==> config.mk <==
export PLATFORM = sky130hd
export DESIGN_NAME = minimum_spanning_tree_kruskal_unit
export DESIGN_NICKNAME = d
export VERILOG_FILES = /design/src/design/mstk_pkg.sv /design/src/design/minimum_spanning_tree_kruskal_unit.sv
export SDC_FILE = /design/constraint.sdc
export NUM_CORES = 2
export LEC_CHECK = 0
export BUFFER_PORTS_ARGS = -buffer_cell sky130_fd_sc_hd__buf_2
export CORE_UTILIZATION = 45
export CTS_BUF_LIST = sky130_fd_sc_hd__clkbuf_16
export DETAILED_ROUTE_END_ITERATION = 12
export PLACE_DENSITY_LB_ADDON = 0.15
export RECOVER_POWER = 100
export SLEW_MARGIN = 20
export SYNTH_ARGS = -nofsm -noshare
export SYNTH_HDL_FRONTEND = slang
export SYNTH_SLANG_ARGS = --single-unit
==> constraint.sdc <==
create_clock -name i_clk -period 17.1 [get_ports i_clk]
set_input_delay 1.71 -clock i_clk [delete_from_list [all_inputs] [get_ports i_clk]]
set_output_delay 1.71 -clock i_clk [all_outputs]
set_load 0.01 [all_outputs]
==> src/design/mstk_pkg.sv <==
package mstk_pkg;

    typedef struct packed {
        logic [6:0]  from_vertex;
        logic [6:0]  to_vertex;
        logic signed [15:0] weight;
        logic        last;
    } t_in;

    typedef struct packed {
        logic [6:0]  from_vertex_out;
        logic [6:0]  to_vertex_out;
        logic signed [15:0] weight_out;
        logic [6:0]  root_first;
        logic [6:0]  root_second;
        logic        taken;
        logic        bad_vertex;
        logic        dropped_any;
        logic        last_out;
    } t_out;

    localparam int WEIGHT_BITS = 16;

endpackage

==> src/design/minimum_spanning_tree_kruskal_unit.sv <==
// Busy stays low while edges load; after the last beat every parent table entry,
// 0 to MAX_VERTICES, is set to its own index. Each stored edge then takes a selection
// pass over the stored edges, a root walk along the parent links from each end (cut
// short for a bad edge) and an emit state.
// Reset clears the edge count, the overflow flag and sets vertex_count to 64.
// Results appear as one-cycle strobes, registered from the emit state; the receiver cannot stall.
module minimum_spanning_tree_kruskal_unit
    import mstk_pkg::*;
#(
    parameter int MAX_EDGES    = 64,
    parameter int MAX_VERTICES = 64
) (
    input  logic       i_clk,
    input  logic       i_rst_n,
    input  logic       start,
    output logic       busy,
    input  t_in        i_item,
    input  logic       i_cfg_we,
    input  logic [6:0] i_cfg_data,
    output logic       o_strobe,
    output t_out       o_result
);

    localparam int EW = $clog2(MAX_EDGES);
    localparam int CW = $clog2(MAX_EDGES + 1);
    localparam int PW = $clog2(MAX_VERTICES + 1);

    localparam logic [2:0] S_LOAD = 3'd0, S_INIT = 3'd1, S_SCAN = 3'd2,
                           S_WALK = 3'd3, S_EMIT = 3'd4;

    logic [2:0]   r_state, n_state;
    logic [CW-1:0] r_total, n_total;
    logic         r_ovf, n_ovf;
    logic [6:0]   r_vcnt;

    logic [29:0]  r_mem [MAX_EDGES];
    logic [EW-1:0] r_mem_addr;
    logic [29:0]  r_mem_q;

    logic [6:0]   r_par [MAX_VERTICES + 1];
    logic [6:0]   r_par_q;
    logic [MAX_EDGES-1:0] r_done, n_done;

    logic [CW-1:0] r_i, n_i;
    logic [CW-1:0] r_j, n_j;
    logic [EW-1:0] r_best, n_best;
    logic         r_have, n_have;
    logic [29:0]  r_bestv, n_bestv;
    logic [PW-1:0] r_k, n_k;
    logic [6:0]   r_ra, n_ra, r_rb, n_rb;
    logic [6:0]   r_walk, n_walk;
    logic         r_side, n_side;
    logic [29:0]  r_edge, n_edge;
    logic         r_strobe, n_strobe;
    t_out         r_out, n_out;

    logic         in_acc;
    logic [EW-1:0] rd_addr;
    logic [6:0]   cnt_eff;
    logic signed [WEIGHT_BITS-1:0] w_cand, w_best;
    logic [6:0]   e_from, e_to;
    logic         e_bad;
    logic [6:0]   par_q;
    logic         par_we;
    logic [PW-1:0] par_wa;
    logic [6:0]   par_wd;

    assign in_acc  = start && !busy;
    assign busy    = (r_state != S_LOAD);
    assign cnt_eff = (r_vcnt > 7'(MAX_VERTICES)) ? 7'(MAX_VERTICES) : r_vcnt;
    assign w_cand  = r_mem_q[WEIGHT_BITS-1:0];
    assign w_best  = r_bestv[WEIGHT_BITS-1:0];
    assign e_from  = r_edge[29:23];
    assign e_to    = r_edge[22:16];
    assign e_bad   = (e_from == 7'd0) || (e_from > cnt_eff) ||
                     (e_to == 7'd0) || (e_to > cnt_eff);
    assign par_q   = (r_walk <= 7'(MAX_VERTICES)) ? r_par_q : r_walk;
    assign rd_addr = r_j[EW-1:0];

    always_ff @(posedge i_clk) begin
        if (in_acc && r_total < CW'(MAX_EDGES)) begin
            r_mem[r_total[EW-1:0]] <= {i_item.from_vertex, i_item.to_vertex, i_item.weight};
        end
        r_mem_q    <= r_mem[rd_addr];
        r_mem_addr <= rd_addr;
        if (par_we) begin
            r_par[par_wa] <= par_wd;
        end
        r_par_q <= r_par[PW'(n_walk)];
    end

    always_comb begin
        n_state = r_state; n_total = r_total; n_ovf = r_ovf; n_done = r_done;
        n_i = r_i; n_j = r_j; n_best = r_best; n_have = r_have; n_bestv = r_bestv;
        n_k = r_k; n_ra = r_ra; n_rb = r_rb; n_walk = r_walk; n_side = r_side;
        n_edge = r_edge; n_strobe = 1'b0; n_out = r_out;
        par_we = 1'b0; par_wa = r_k; par_wd = 7'(r_k);
        unique case (r_state)
            S_LOAD: begin
                if (in_acc) begin
                    if (r_total < CW'(MAX_EDGES)) begin
                        n_total = r_total + 1'b1;
                    end else begin
                        n_ovf = 1'b1;
                    end
                    if (i_item.last) begin
                        n_i = '0; n_k = '0; n_done = '0;
                        n_state = S_INIT;
                    end
                end
            end
            S_INIT: begin
                par_we = 1'b1;
                n_k = r_k + 1'b1;
                if (r_k == PW'(MAX_VERTICES)) begin
                    n_j = '0; n_have = 1'b0; n_state = S_SCAN;
                end
            end
            S_SCAN: begin
                // r_j counts issued reads; data for address r_j-1 arrives now.
                if (r_j != '0 && !r_done[r_mem_addr] &&
                    (!r_have || w_cand < w_best)) begin
                    n_have = 1'b1; n_best = r_mem_addr; n_bestv = r_mem_q;
                end
                if (r_j == r_total) begin
                    n_done[n_best] = 1'b1;
                    n_have = 1'b0; n_j = '0;
                    n_edge = n_bestv;
                    n_walk = n_bestv[29:23];
                    n_side = 1'b0;
                    n_state = S_WALK;
                end else begin
                    n_j = r_j + 1'b1;
                end
            end
            S_WALK: begin
                if (e_bad) begin
                    n_ra = '0; n_rb = '0; n_state = S_EMIT;
                end else if (par_q != r_walk) begin
                    n_walk = par_q;
                end else if (!r_side) begin
                    n_ra = r_walk; n_side = 1'b1; n_walk = e_to;
                end else begin
                    n_rb = r_walk; n_state = S_EMIT;
                end
            end
            S_EMIT: begin
                n_strobe = 1'b1;
                n_out.from_vertex_out = e_from;
                n_out.to_vertex_out   = e_to;
                n_out.weight_out      = r_edge[15:0];
                n_out.root_first      = r_ra;
                n_out.root_second     = r_rb;
                n_out.taken           = !e_bad && (r_ra != r_rb);
                n_out.bad_vertex      = e_bad;
                n_out.dropped_any     = r_ovf;
                n_out.last_out        = (r_i + 1'b1 == r_total);
                if (!e_bad && r_ra != r_rb) begin
                    par_we = 1'b1; par_wa = PW'(r_rb); par_wd = r_ra;
                end
                n_i = r_i + 1'b1;
                n_j = '0; n_have = 1'b0;
                if (n_i == r_total) begin
                    n_state = S_LOAD; n_total = '0; n_ovf = 1'b0;
                end else begin
                    n_state = S_SCAN;
                end
            end
            default: begin
                n_state = S_LOAD;
            end
        endcase
    end

    always_ff @(posedge i_clk) begin
        if (!i_rst_n) begin
            r_state <= S_LOAD; r_total <= '0; r_ovf <= 1'b0; r_vcnt <= 7'd64;
            r_strobe <= 1'b0; r_done <= '0;
        end else begin
            r_state <= n_state; r_total <= n_total; r_ovf <= n_ovf;
            r_strobe <= n_strobe; r_done <= n_done;
            if (i_cfg_we) begin
                r_vcnt <= i_cfg_data;
            end
        end
        r_i <= n_i; r_j <= n_j; r_best <= n_best; r_have <= n_have; r_bestv <= n_bestv;
        r_k <= n_k; r_ra <= n_ra; r_rb <= n_rb; r_walk <= n_walk; r_side <= n_side;
        r_edge <= n_edge; r_out <= n_out;
    end

    assign o_strobe = r_strobe;
    assign o_result = r_out;

    a_no_strobe_idle: assert property (@(posedge i_clk) disable iff (!i_rst_n)
        (r_state == S_LOAD && !$past(r_state == S_EMIT)) |-> !o_strobe)
        else $error("result beat outside a run");
    a_total_bound: assert property (@(posedge i_clk) disable iff (!i_rst_n)
        r_total <= CW'(MAX_EDGES)) else $error("edge count overflow");
    a_taken_good: assert property (@(posedge i_clk) disable iff (!i_rst_n)
        o_strobe |-> !(o_result.taken && o_result.bad_vertex))
        else $error("bad edge taken");

endmodule

Word-level counts from Yosys, hierarchy flattened

Memory sizes are Yosys's and may differ from the RTL's. A register that Yosys moved wholly into a read port is not among the register bits.
Index checks and enable logic that the tools add are counted.

Register bits after elaboration: 247
Latch bits: 0
RAM bits: 2375
Memory bits (read-only): 0
Bits of input ports: 42
Output and inout port bits: 50
Logic and storage cells: 168
Memories: 2

$add $sub $neg: 4
$mul: 0
Div/mod/pow operators: 0
Magnitude comparators: 9
Eq/ne operators: 23
Shifts and indexed selects: 0
Multiplexer cells: 65
Bitwise logic cells: 1
Reductions and logical operators: 37

Memories:

| name  | depth | bits a word | rd ports | clocked after Yosys merged registers in | write ports | RTL line                                 | text |
|---|---|---|---|---|---|---|---|
| r_mem | 64    | 30          | 1        | 1                                       | 1           | minimum_spanning_tree_kruskal_unit.sv:36 | `logic [29:0] r_mem [MAX_EDGES];` |
| r_par | 65    | 7           | 1        | 1                                       | 1           | minimum_spanning_tree_kruskal_unit.sv:40 | `logic [6:0] r_par [MAX_VERTICES + 1];` |

Operators with widths:

| kind                  | count |
|---|---|
| $mux W64              | 3 |
| $mux W7               | 21 |
| $pmux W64 S2          | 1 |
| $or A64 B64 Y64       | 1 |
| $pmux W7 S2           | 4 |
| $mux W30              | 1 |
| $add A7 B1 Y7 const B | 4 |
| $mux W3               | 7 |
| $pmux W7 S3           | 1 |
| $ne A2 B2 Y1 const B  | 10 |
| $mux W1               | 17 |
| $lt A16 B16 Y1        | 1 |
| $reduce_and A4 Y1     | 4 |
| $pmux W3 S5           | 1 |
| $reduce_and A3 Y1     | 5 |
| $eq A7 B7 Y1          | 2 |
| $gt A7 B7 Y1          | 2 |
| $logic_not A7 Y1      | 2 |
| $lt A6 B7 Y1 const B  | 2 |
| $ne A7 B7 Y1          | 2 |
| $mux W6               | 2 |
| $reduce_bool A2 Y1    | 5 |
| $ne A3 B3 Y1 const B  | 3 |
| $eq A7 B7 Y1 const B  | 1 |
| 21 further kinds      | 37 |

Longest topological paths before layout

Word-level depth: 14
Gate-level depth with buffers: 21
Depth with buffers taken out: 16

Worst setup path after synthesis

Ideal clock, no wire load.

Path type: reg2reg
From: register r_state[2]
To: register r_par_q[4] (read register of r_par)
Library setup time: 0.079 ns
Arrival: 5.564 ns
Required time: 17.021 ns
Slack: 11.457 ns
Stages on the path, launching flop included: 17
Buffers on the path: 4
Period minus slack after synthesis: 5.643 ns
Path through: dfxtp_1 > clkbuf_1 > nand2b_1 > nor2_1 > nand2_1 > inv_1 > o21ai_1 > and2_1 > buf_2 > inv_2 > buf_6 > buf_6 > mux2i_1 > a221oi_1 > o211ai_1 > or4_1 > o211ai_1

Longest elaborated chain between the ends: 2
Elaborated cells between the ends (all ways): 3
Classes of those cells: eq/ne (2); mux (1)

RTL lines:

| item                     | RTL line                                  | text |
|---|---|---|
| start: declaration       | minimum_spanning_tree_kruskal_unit.sv:31  | `logic [2:0] r_state, n_state;` |
| start signal: assignment | minimum_spanning_tree_kruskal_unit.sv:180 | `r_state <= n_state; r_total <= n_total; r_ovf <= n_ovf;` |
| $eq A3 B2 Y1             | minimum_spanning_tree_kruskal_unit.sv:98  | `unique case (r_state)` |
| $pmux W7 S2 (*)          | minimum_spanning_tree_kruskal_unit.sv:98  |  |
| end: declaration         | minimum_spanning_tree_kruskal_unit.sv:41  | `logic [6:0] r_par_q;` |

Every way passes the cells marked *; elsewhere a longest branch is shown, timed or not.
A chain may end at the register's enable or synchronous reset.

==> metrics.txt <==
number of iterations in the first detailed-routing pass=6; part of the cycle the worst path needs=60.8%; aggregate global-route resource usage=22.3%; count of endpoints failing setup in the final report=0; mapped cell area=103,000 um2; Chip Height=481 um; core area=227,000 um2; Power Density=132 nW/um2; Clk pin slew, worst setup/hold paths=60 ps; final number of max-transition violations=4,422; clock tree skew after final layout=55.7 ps; FFs w/ async S/R, synth=0%; data required time at the worst endpoint=17,810 ps; largest cells by area after synthesis=edfxtp_1 74%, mux4_2 14%, dfxtp_1 2.6%; result of the run=finished, violations left; WS Path Type=register to register; die area=231,000 um2; num rows=175; TritonCTS clock tree=built; syn_nets=5,088; clock latency reported for the late side of the worst-skew pair=930 ps; flop and latch count out of synthesis=2,659; maximum count of clock buffers along a single path=4; worst-case hold slack=410 ps; number of post-CTS setup repair buffers=0; P&R area growth vs syn=12.5%; Worst Path Max Fanout=75; total I/O pin count=92; post-route non-filler standard cell count=8,472; sequential fraction of the synthesis area=76.1%; starting density of the core=45.3%; GRT overflow=0; library cell with the largest summed area after synthesis=edfxtp_1; number of failing hold endpoints at the final stage=0; per-cell routed wire length=30.4 um; maximum capacitance violations=118; startpoint class of the critical path=register; DRC marker count from the first detailed-route iteration=4,947; area share of the largest cell type after synthesis=73.6%; most frequent cells in the layout=2,526 x edfxtp_1, 646 x mux4_2, 302 x clkbuf_16; antenna violations before repair=22; share of post-route cells with drive strength above 1=20.6%; summed negative setup slack over all endpoints=0 ps; warnings from Yosys=0; hpwl dp=146,000 um; maximum resistive drop on vdd=0.125 mV; number of hold-repair buffers added at the cts stage=0; placer's final routability congestion estimate=0.862; mean number of vias per cell=5.96; maximum clock frequency=96.2 MHz; violations in the final reports=capacitance limit, slew limit; global-route wire length before repair=370,000 um; number of cells in the design after placement=7,964; maximum number of pins on one net before global-route repair=157; setup repair after global routing missed its margin=false; relative slew slack=-477%; average cell area after synthesis=20.6 um2; arrival time at the worst endpoint=11,100 ps; Most used DFF post-synth=edfxtp_1; post-layout minimum cycle time=10,390 ps; post-cts resize count=0; remaining design rule violation count=0; post-layout net count=5,333; H-tree levels=5; pin slew with the least headroom to its limit=8660 ps; number of different library cells in the post-synthesis netlist=71; leading cell type in the layout, fill and taps excluded=edfxtp_1; Antenna Violating Nets Remaining=0; total number of clock tree sinks=2,659; number of enable-type register cells in the synthesized netlist=2,526; Routed WL=257,000 um; count of port buffers added during placement=91; Root Buffer=clkbuf_16; number of buffers added by the clock tree synthesis step=296; chip width=481 um; endpoint type of the worst setup path=register; Leak Pwr=36.4 nW; cells after synthesis=5,011; vias in the first global route=51,000; worst min path class=register to register; filler instances=18,100; Via Count=50,500
## cell type report
class                           count  area, um2  area share (%)
Sequential cell                  2659      78500            67.7
Clock buffer                      302       7560            6.51
Multi-Input combinational cell   2029      23500            20.2
Clock inverter                    194       1500            1.29
Inverter                           57        219           0.189
Tap cell                         3009       3760            3.24
Antenna cell                        9       22.5          0.0194
Timing Repair Buffer              213       1000           0.864
## critical path, stage by stage, from the launching register on
cell	delay, ps
edfxtp_1	420
clkbuf_1	6020
clkbuf_1	2150
mux4_2	810
mux4_2	670
## stage by stage
| stage | instance area [um2] | util [%] | setup slack, ps | power, W |
|---|---|---|---|---|
| global placement | 108000 | 47.3 | 10770 | 0.00947 |
| CTS | 117000 | 51.3 | 10670 | 0.0155 |
| floorplan | 103000 | - | 11460 | 0.00876 |
| finish | 116000 | 51.0 | 6710 | 0.0154 |
| global route | 116000 | 51.0 | 5770 | 0.0159 |
| detailed placement | 108000 | 47.3 | 10650 | 0.00949 |
## synth_stat cells, drive strengths merged (18+ instances only)
| cell type | number |
|---|---|
| a211oi | 36 |
| a21oi | 103 |
| a31oi | 23 |
| and3 | 28 |
| buf | 111 |
| clkbuf | 155 |
| dfxtp | 133 |
| edfxtp | 2526 |
| ha | 35 |
| inv | 54 |
| mux2 | 36 |
| mux2i | 155 |
| mux4 | 646 |
| nand2 | 224 |
| nand2b | 18 |
| nand3 | 116 |
| nor2 | 241 |
| nor2b | 18 |
| nor3 | 47 |
| o21ai | 25 |
| xnor2 | 24 |
| xor2 | 20 |
## path summary, 6_finish.rpt
path / depth (start not counted) / to / startpoint / slack, ps
setup / recovery: 4 / r_mem_q[7]$_DFF_P_ / r_j[2]$_SDFFCE_PP0P_ / 6710
hold / removal: 0 / r_mem_addr[4]$_DFF_P_ / r_j[4]$_SDFFCE_PP0P_ / 410
setup reg to reg: 4 / r_mem_q[7]$_DFF_P_ / r_j[2]$_SDFFCE_PP0P_ / 6710
hold reg to reg: 0 / r_mem_addr[4]$_DFF_P_ / r_j[4]$_SDFFCE_PP0P_ / 410
## logic make-up after synthesis
logic type / share of synthesized area, %
multiplexers: 16.0
adder cells (fa/ha/maj): 0.425
buffers and inverters: 1.34
AO/OA/AOI/OAI: 2.28
XOR/XNOR: 0.374
AND/OR/NAND/NOR: 3.43
flip-flops: 76.1
## sequential cells by signal (all words and copies together) (netlist names), 6 cells and up
signal      cells
o_result       48
r_best          6
r_bestv        30
r_done         64
r_edge         30
r_i             7
r_j             7
r_k             7
r_mem        1920
r_mem_addr      6
r_mem_q        30
r_par         455
r_par_q         7
r_ra            7
r_rb            7
r_total         7
r_vcnt          7
r_walk          7
## where the power goes
part           internal (W)  switching (W)  total, W
Clock               0.00354        0.00247   0.00602
Sequential          0.00728      0.0000882   0.00737
Combinational      0.000718        0.00126   0.00198
Total                0.0115        0.00382    0.0154
## routing by layer
metal,vias to the layer above,global-route usage [%],part of all wire [%]
met3,449,3.24,6.2
li1,21200,-,-
met5,-,0,0
met4,0,5.99,2.6
met1,27100,31.7,43
met2,1704,36.2,49
(Power assumes the default switching activity.)
